===== config.mk =====
export PLATFORM = sky130hd
export DESIGN_NAME = ghalloc_ram
export DESIGN_NICKNAME = d
export VERILOG_FILES = /design/src/hw/rtl/ghalloc_ram.sv
export SDC_FILE = /design/constraint.sdc
export NUM_CORES = 1
export LEC_CHECK = 0
export ABC_AREA = 1
export BUFFER_PORTS_ARGS = -buffer_cell sky130_fd_sc_hd__buf_2
export CAP_MARGIN = 25
export CORE_ASPECT_RATIO = 0.7
export CORE_MARGIN = 2
export CORE_UTILIZATION = 55
export DETAILED_ROUTE_END_ITERATION = 10
export GPL_ROUTABILITY_DRIVEN = 0
export PLACE_DENSITY = 0.72
export SYNTH_ARGS = -nofsm -noshare
export SYNTH_HDL_FRONTEND = slang
export SYNTH_SLANG_ARGS = --single-unit

===== constraint.sdc =====
create_clock -name i_clk -period 1.3 [get_ports i_clk]
set_clock_uncertainty 0.1 [all_clocks]
set_input_delay 0.13 -clock i_clk [delete_from_list [all_inputs] [get_ports i_clk]]
set_output_delay 0.13 -clock i_clk [all_outputs]
set_load 0.03 [all_outputs]

===== src/hw/rtl/ghalloc_ram.sv =====
// ----------------------------------------------------------------------------
// ghalloc_ram
// Simple dual-port RAM: one write port, one read port, registered read data.
// ----------------------------------------------------------------------------
module ghalloc_ram #(
    parameter int WIDTH = 8,
    parameter int DEPTH = 16
) (
    input  logic                     i_clk,
    input  logic                     i_we,
    input  logic [$clog2(DEPTH)-1:0] i_waddr,
    input  logic [WIDTH-1:0]         i_wdata,
    input  logic [$clog2(DEPTH)-1:0] i_raddr,
    output logic [WIDTH-1:0]         o_rdata
);

    logic [WIDTH-1:0] r_mem [DEPTH];
    logic [WIDTH-1:0] r_rdata;

    always_ff @(posedge i_clk) begin
        if (i_we) begin
            r_mem[i_waddr] <= i_wdata;
        end
        r_rdata <= r_mem[i_raddr];
    end

    assign o_rdata = r_rdata;

endmodule


# After elaboration in Yosys (flattened, before gate mapping)
# Memory sizes are Yosys's and may differ from the RTL's. A register that Yosys moved wholly into a read port is not among the register bits.
# Cells that the tools add are included.
# totals
inputBits,18
output_inout_bits,8
rom_bits,0
wordCells,3
latch_bits,0
regBits,0
ram_bits,128
mem_count,1
# mem_list
memory,words,word_bits,rd,rd_clocked_by_memory_dff,wr,line_no,source
r_mem,16,8,1,1,1,17,logic [WIDTH-1:0] r_mem [DEPTH];
# classes
div_mod_pow,0
eq_ne,0
muxes,2
addsub,0
bitwise_logic,0
reduce_logical,0
n_lt_le_gt_ge,0
n_shift,0
mul,0
# op_table
op,n
$mux W1,2

# Depth between registers and ports, before layout
# Gate-level depths: netlist of the first run.
# depth
word_depth,2
depth_mapped,8
ltp_nobuf,7

# Least setup slack after synthesis of the first run
# OpenSTA, ideal clock, no wires.
# synth_path
path_kind,input-to-reg
startpoint,input port i_waddr[2]
endpoint,memory r_mem[10][0] (enable)
t_required_ns,0.830
slack_ns,0.119
t_arrival_ns,0.711
cell_stages,2
n_path_buf,0
cell_sequence,nand3b_1 nor2_1
# synth_rtl
element,line_no,source
start: declaration,11,"input logic [$clog2(DEPTH)-1:0] i_waddr,"
end: declaration,17,
# Straight into the memory's write port.

# Worst setup path in the final report of the first run
# layout_path
startpoint,"register r_rdata[6] (netlist: o_rdata[6]), read port of r_mem"
endpoint,output port o_rdata[6]
# layout_rtl
element,line_no,source
start: declaration,18,logic [WIDTH-1:0] r_rdata;
end: declaration,14,output logic [WIDTH-1:0] o_rdata
# No word-level cell between the ends.

==> out/metrics.yaml, run 1 <==
placed_design:
  dp_hpwl_um: 7870
  placed_area_um2: 6150
  place.port_buffers: 25
layout:
  post-route-util_pct: 65.4
  area.growth.synth_to_final_pct: 16.6
  nets: 618
  antenna_cells: 0
  drive_gt1_share_pct: 13.4
  final_area_um2: 6720
timing:
  fin_setup_tns_ps: 0
  worst_slew_pin_slew_ps: 361
  setup_viol_count_final: 0
  period_share_pct: 97.6
  period_needed_ps: 1270
  fmax_ghz: 0.788
  hold_viol: 0
  slew_viol_final: 0
  hold_ws_ps: 6.38
  rsz0062_at_grt: "false"
  max_slew_margin_pct: 75.9
critical_path:
  cpMaxStageDelayCell: "dfxtp_1"
  cp_cell_sequence: "buf_2"
  critPathCapture: "o_rdata[6]"
  critPathArrivalTime_ps: 1040
  worst-path-stages: 1
  crit_buf_inv: 1
  rr_worst_depth: 6
  worst_path_dominant_cell_family: "flip-flops"
  r2r_setup_slack_ps: 220
  slowest_delay_ps: 390
  worstSetupEndpointType: "output pin"
  crit_required_ps: 1070
  r2r-end: "o_rdata[5]"
  worstPathMaxFanout: 1
  critPathKind: "reg2out"
  crit_path_start: "o_rdata[6]"
  rr_startpoint: "r_mem[15][5]"
  start_kind: "register"
drt:
  ant_nets: 0
  first_pass_iters: 6
  drc: 0
  wl_um: 12600
  routedWlPerCell_um: 16.9
  via_per_inst: 5.18
  dr_total_vias: 3862
  drt_iter0_markers: 433
die:
  dieArea_um2: 11300
  die_w_um: 126
  num_rows: 31
  dieHeight_um: 89.7
  io_pins: 26
  core_area_um2: 10300
  start_util_pct: 56.1
clock_network:
  insertion_delay_ps: 420
  htreeDepth: 4
  cts_setup_buffers: 0
  cts_tree: "yes"
  cts_buffers: 17
  root_buffer: "clkbuf_16"
  clk_pin_slew_worst_paths_ps: 60
  clockBufferDepth: 2
  clock-sinks: 136
grt:
  grt_pass1_vias: 3675
  antenna_found_initial: 0
  grt_use_total_pct: 24.0
  grt_max_degree: 65
  gr-total-overflow: 0
  grt_pass1_wl_um: 19500
synthesis:
  synth_warnings: 0
  synthTopCellsByArea: "edfxtp_1, nand2_1, nand3_1"
  synth_cell_types: 12
  synth_top_area_share_pct: 66.7
  avgSynthCellArea_um2: 10.5
  synth_seq_cells: 136
  syn_inst: 551
  ys_seq_area_share_pct: 69.4
  yosysTopAreaCell: "edfxtp_1"
  synth_area_um2: 5770
  synth_nets: 569
pwr:
  leakagePower_nw: 2.94
  finalPower_mw: 10.1
  peakVddDrop_v: 0.00119
  powerDensity_nw_per_um2: 1510
status:
  outcome: "complete, no violations"
job:
  maxCapViolCount: 0
hold_path:
  hp-class: "in2reg"
==> metal layers <==
layer  GRT usage (%)  vias to the layer above  share of wire, %
met4            10.7                        0               2.4
met2            35.9                      157                45
met3            7.41                       25               7.0
met5               0                        -                 0
li1                -                     1872                 -
met1            33.2                     1808                46
==> flip-flops by register name (all words and copies together), names as in the netlist <==
name / flops
o_rdata: 8
r_mem: 128
==> cell usage after synthesis, drive strengths merged <==
master and instances:
inv 102, nand2 173, nand3 97, buf 24, nand3b 2, nor2 17
dfxtp 8, edfxtp 128
==> timing repair <==
| item | CTS | global route |
|---|---|---|
| hold buffers | 1 | 0 |
| endpoints found under the hold margin | 16 | 0 |
| gates resized for setup | 0 | 0 |
==> how the worst min path moves through the flow <==
| stage | startpoint | end | cells after the start |
|---|---|---|---|
| after detailed placement | i_wdata[4] | r_mem[9][4] | 1 |
| final | i_wdata[3] | r_mem[11][3] | 1 |
| after CTS | i_wdata[3] | r_mem[15][3] | 1 |
| after global placement | i_wdata[4] | r_mem[9][4] | 1 |
| after floorplan | i_wdata[0] | r_mem[0][0] | 0 |
| after global routing | i_wdata[3] | r_mem[6][3] | 1 |
==> per-stage QoR <==
stage,std cells,setup WS (ps)
2_1_floorplan,551,119
3_3_place_gp,712,84.3
3_5_place_dp,712,68.9
4_1_cts,745,35.1
5_1_grt,745,2.54
6_report,745,31.2
==> layout make-up <==
class	instances	area (um^2)
tap	132	165
fill	731	3550
inverter	102	383
clock buffer	18	429
multi-input combinational	289	1210
timing repair buffer	54	395
clock inverter	14	134
sequential	136	4000
==> report_power, final <==
group | total (mW) | internal [mW] | switching (mW)
Clock | 4.54 | 2.78 | 1.75
Sequential | 4.94 | 4.90 | 0.0389
Combinational | 0.658 | 0.202 | 0.456
==> kinds of logic (layout without fill, tap and decap cells) <==
logic type | after synthesis | count (layout) | share of synthesized area (%)
AND/OR/NAND/NOR | 289 | 289 | 21.0
buffers and inverters | 126 | 188 | 9.52
flip-flops | 136 | 136 | 69.4
==> layout by cell type (no fill, tap or decap), drive strengths merged <==
| cell type | n |
|---|---|
| nor2 | 17 |
| buf | 53 |
| dfxtp | 8 |
| clkinvlp | 6 |
| nand3b | 2 |
| clkbuf | 18 |
| clkinv | 6 |
| bufinv | 2 |
| dlygate4sd3 | 1 |
| nand3 | 97 |
| inv | 102 |
| edfxtp | 128 |
| nand2 | 173 |
Power figures use the tool's default switching activity.
==> run 2: changes to the inputs <==
--- a/config.mk
+++ b/config.mk
@@ -13,7 +13,7 @@
 export CORE_UTILIZATION = 55
 export DETAILED_ROUTE_END_ITERATION = 10
 export GPL_ROUTABILITY_DRIVEN = 0
-export PLACE_DENSITY = 0.72
+export PLACE_DENSITY = 0.75
 export SYNTH_ARGS = -nofsm -noshare
 export SYNTH_HDL_FRONTEND = slang
 export SYNTH_SLANG_ARGS = --single-unit
==> constraint.sdc (replaced) <==
create_clock -name i_clk -period 1.15 [get_ports i_clk]
set_clock_uncertainty 0.1 [all_clocks]
set_input_delay 0.115 -clock i_clk [delete_from_list [all_inputs] [get_ports i_clk]]
set_output_delay 0.115 -clock i_clk [all_outputs]
set_load 0.03 [all_outputs]
==> out/metrics.yaml, run 2 (synthesis results as in run 1) <==
placed_design:
  dpl.cell_count: 713
  place.port_buffers: 25
  dp_hpwl_um: 7960
critical_path:
  worst_path_dominant_cell_family: "flip-flops"
  worstSetupEndpointType: "output pin"
  cp_cell_sequence: "buf_6"
  crit_required_ps: 940
  cpMaxStageDelayCell: "dfxtp_1"
  critPathArrivalTime_ps: 910
  critPathKind: "reg2out"
  crit_buf_inv: 1
  slowest_delay_ps: 350
  r2r_setup_slack_ps: 70
  worstPathMaxFanout: 1
  start_kind: "register"
drt:
  via_per_inst: 5.32
  drc: 0
  dr_total_vias: 3989
  ant_nets: 0
  first_pass_iters: 5
  drt_iter0_markers: 476
  wl_um: 12500
  routedWlPerCell_um: 16.7
timing:
  slew_viol_final: 0
  worst_slew_pin_slew_ps: 362
  hold_viol: 0
  rsz0062_at_grt: "false"
  period_share_pct: 97.5
  fmax_ghz: 0.892
  setup_viol_count_final: 0
  period_needed_ps: 1120
  max_slew_margin_pct: 75.9
clock_network:
  clock-sinks: 136
  cts_buffers: 17
  insertion_delay_ps: 420
  root_buffer: "clkbuf_16"
  clk_pin_slew_worst_paths_ps: 50
  cts_tree: "yes"
  htreeDepth: 4
  clockBufferDepth: 2
layout:
  layout.cells.non_filler: 750
  antenna_cells: 0
  nets: 623
  top_register: "r_mem"
  largest_reg_flops: 128
  seqCellArea_um2: 4010
  final_cell_mix: "nand2_1, edfxtp_1, inv_1"
  multi_input_area_um2: 1220
  fillerInstances: 744
  drive_gt1_share_pct: 14.6
  post-route-util_pct: 67.0
  final_common_cell: "nand2_1"
  area.growth.synth_to_final_pct: 19.5
die:
  dieHeight_um: 89.7
  dieArea_um2: 11300
  num_rows: 31
  io_pins: 26
  core_area_um2: 10300
  start_util_pct: 56.1
  die_w_um: 126
job:
  maxCapViolCount: 0
grt:
  antenna_found_initial: 0
  grt_use_total_pct: 24.1
  gr-total-overflow: 0
  grt_pass1_vias: 3853
  grt_pass1_wl_um: 19800
  grt_max_degree: 53
pwr:
  peakVddDrop_v: 0.00121
  leakagePower_nw: 3.03
  powerDensity_nw_per_um2: 1740
status:
  outcome: "complete, no violations"
hold_path:
  hp-class: "in2reg"
==> run 2: changes by cell type in the layout (fill, tap and decap cells not counted), moves of 4 or more <==
cell / change
buf_2: -8
buf_6: +6
clkinvlp_4: -6
clkinv_2: +4
dfxtp_1: -4
dfxtp_2: +4
dlygate4sd3_1: +4
==> run 2: worst paths after layout <==
check,start,to,depth (start not counted)
worst max register to register,r_mem[9][0],o_rdata[0],6
worst min register to register,r_mem[13][5],o_rdata[5],6
worst max-delay path,o_rdata[4],o_rdata[4],1
worst min-delay path,i_wdata[7],r_mem[9][7],1
==> run 2: timing repair <==
action / in CTS / in global routing
setup endpoints to repair: 8 / 6
hold buffers: 5 / 0
hold endpoints to repair: 76 / 0
resized for setup: 12 / 8
buffers inserted: 0 / 0
==> run 2: stage by stage <==
stage / cell area [um^2] / power [mW] / TNS [ps] / hold slack, ps / setup WS (ps)
floorplan: 5770 / 6.13 / -1010 / 114 / -15.8
global placement: 6170 / 6.40 / -1280 / 419 / -49.0
detailed placement: 6170 / 6.43 / -3070 / 426 / -98.1
CTS: 6860 / 12.0 / 0 / 5.60 / 1.54
global route: 6890 / 12.3 / 0 / 11.1 / 0.168
finish: 6890 / 12.0 / 0 / 12.8 / 28.4
==> run 2: where the power goes <==
part           internal (mW)  switching, mW
logic                  0.280          0.523
clock network           3.70           1.90
registers               5.55         0.0448
total                   9.53           2.47
==> run 2: per-layer routing <==
metal  vias to the layer above  track usage (%)  share of wire (%)
met1                      1904             32.1                 43
met5                         -                0                  0
met4                         0             10.3                1.7
met3                        26             6.52                8.7
li1                       1881                -                  -
met2                       178             38.2                 47
==> run 2: final cells by class <==
class / count / share of cell area (%)
inverter: 102 / 5.56
tap: 132 / 2.40
sequential: 136 / 58.2
clock buffer: 21 / 6.68
multi-input combinational: 289 / 17.7
clock inverter: 11 / 2.22
timing repair buffer: 59 / 7.23
==> run 3: changes to the inputs <==
==> constraint.sdc (replaced) <==
create_clock -name i_clk -period 1.15 [get_ports i_clk]
set_clock_uncertainty 0.1 [all_clocks]
set_input_delay 0.115 -clock i_clk [delete_from_list [all_inputs] [get_ports i_clk]]
set_output_delay 0.115 -clock i_clk [all_outputs]
set_load 0.01 [all_outputs]
==> out/metrics.yaml, run 3 (synthesis results as in run 1) <==
status:
  outcome: "complete, no violations"
grt:
  antenna_found_initial: 0
  grt_use_total_pct: 24.0
  grt_pass1_wl_um: 19700
  grt_pass1_vias: 3839
  gr-total-overflow: 0
  grt_max_degree: 53
clock_network:
  cts_setup_buffers: 0
  cts_buffers: 17
  clock-sinks: 136
  insertion_delay_ps: 420
  cts_tree: "yes"
  clockBufferDepth: 2
  root_buffer: "clkbuf_16"
  htreeDepth: 4
  clk_pin_slew_worst_paths_ps: 60
critical_path:
  start_kind: "register"
  worst_path_dominant_cell_family: "flip-flops"
  critPathKind: "reg2out"
  worstPathMaxFanout: 1
  cp_cell_sequence: "buf_2"
  worstSetupEndpointType: "output pin"
  crit_buf_inv: 1
  cpMaxStageDelayCell: "dfxtp_1"
  crit_path_start: "o_rdata[3]"
  crit_required_ps: 940
  slowest_delay_ps: 340
  rr_startpoint: "r_mem[9][0]"
  critPathArrivalTime_ps: 900
hold_path:
  min_from: "i_wdata[1]"
  hp-class: "in2reg"
drt:
  drt_iter0_markers: 436
  via_per_inst: 5.30
  first_pass_iters: 5
  ant_nets: 0
  wl_um: 12500
  drc: 0
  dr_total_vias: 3972
  routedWlPerCell_um: 16.6
layout:
  layout.cells.non_filler: 750
  top_register: "r_mem"
  largest_reg_flops: 128
  nets: 623
  fillerInstances: 740
  final_common_cell: "nand2_1"
  antenna_cells: 0
  drive_gt1_share_pct: 14.1
  final_cell_mix: "nand2_1, edfxtp_1, inv_1"
  area.growth.synth_to_final_pct: 18.7
placed_design:
  dpl.cell_count: 713
  dp_slack_ps: -98.1
  place.port_buffers: 25
  dp_hpwl_um: 7960
timing:
  slew_viol_final: 0
  fmax_ghz: 0.900
  setup_viol_count_final: 0
  period_share_pct: 96.6
  worst_slew_pin_slew_ps: 361
  rsz0062_at_grt: "false"
  period_needed_ps: 1110
  setup_slack_ps: 39.4
  hold_viol: 0
  hold_ws_ps: 13.6
  max_slew_margin_pct: 75.9
die:
  die_w_um: 126
  num_rows: 31
  dieArea_um2: 11300
  start_util_pct: 56.1
  core_area_um2: 10300
  io_pins: 26
  dieHeight_um: 89.7
pwr:
  powerDensity_nw_per_um2: 1740
  peakVddDrop_v: 0.00121
  leakagePower_nw: 3.02
job:
  maxCapViolCount: 0
run 3: cell counts in the layout (fill, tap and decap cells not counted):
No cell type changed its count.
run 3: per-stage QoR:
stage	TNS, ps	utilization [%]	cell area (um^2)	power [mW]
after floorplan	-1010	-	5770	6.08
after global placement	-1280	60.0	6170	6.35
after detailed placement	-3070	60.0	6170	6.38
after CTS	0	66.5	6830	12.0
after global routing	0	66.6	6840	12.3
final	0	66.6	6840	11.9
run 3: repair_timing:
item                                    CTS  global route
endpoints found under the setup margin    0             3
gates resized for setup                   0             3
hold endpoints to repair                 76             0
hold buffers                              5             0
run 3: power breakdown:
group	internal [mW]	total, mW	switching (mW)
clock network	3.70	5.59	1.89
registers	5.55	5.58	0.0376
logic	0.247	0.723	0.476
total	9.50	11.9	2.40
run 3: per-layer routing:
metal	track usage [%]	vias up	part of all wire, %
met5	0	-	0
met4	10.3	0	1.4
met3	6.52	21	8.1
met2	37.7	168	47
met1	32.2	1901	44
li1	-	1882	-
run 3: final timing paths:
path | endpoint | slack [ps] | depth (start not counted)
min | r_mem[8][1] | 10 | 1
min reg2reg | o_rdata[5] | 560 | 6
max | o_rdata[3] | 40 | 1
max reg2reg | o_rdata[0] | 60 | 6
run 3: final cells by class:
cell class / count / area [um^2] / area share (%)
sequential: 136 / 4010 / 58.5
clock inverter: 11 / 153 / 2.23
multi-input combinational: 289 / 1220 / 17.8
timing repair buffer: 59 / 455 / 6.66
tap: 132 / 165 / 2.41
clock buffer: 21 / 460 / 6.73
inverter: 102 / 383 / 5.60
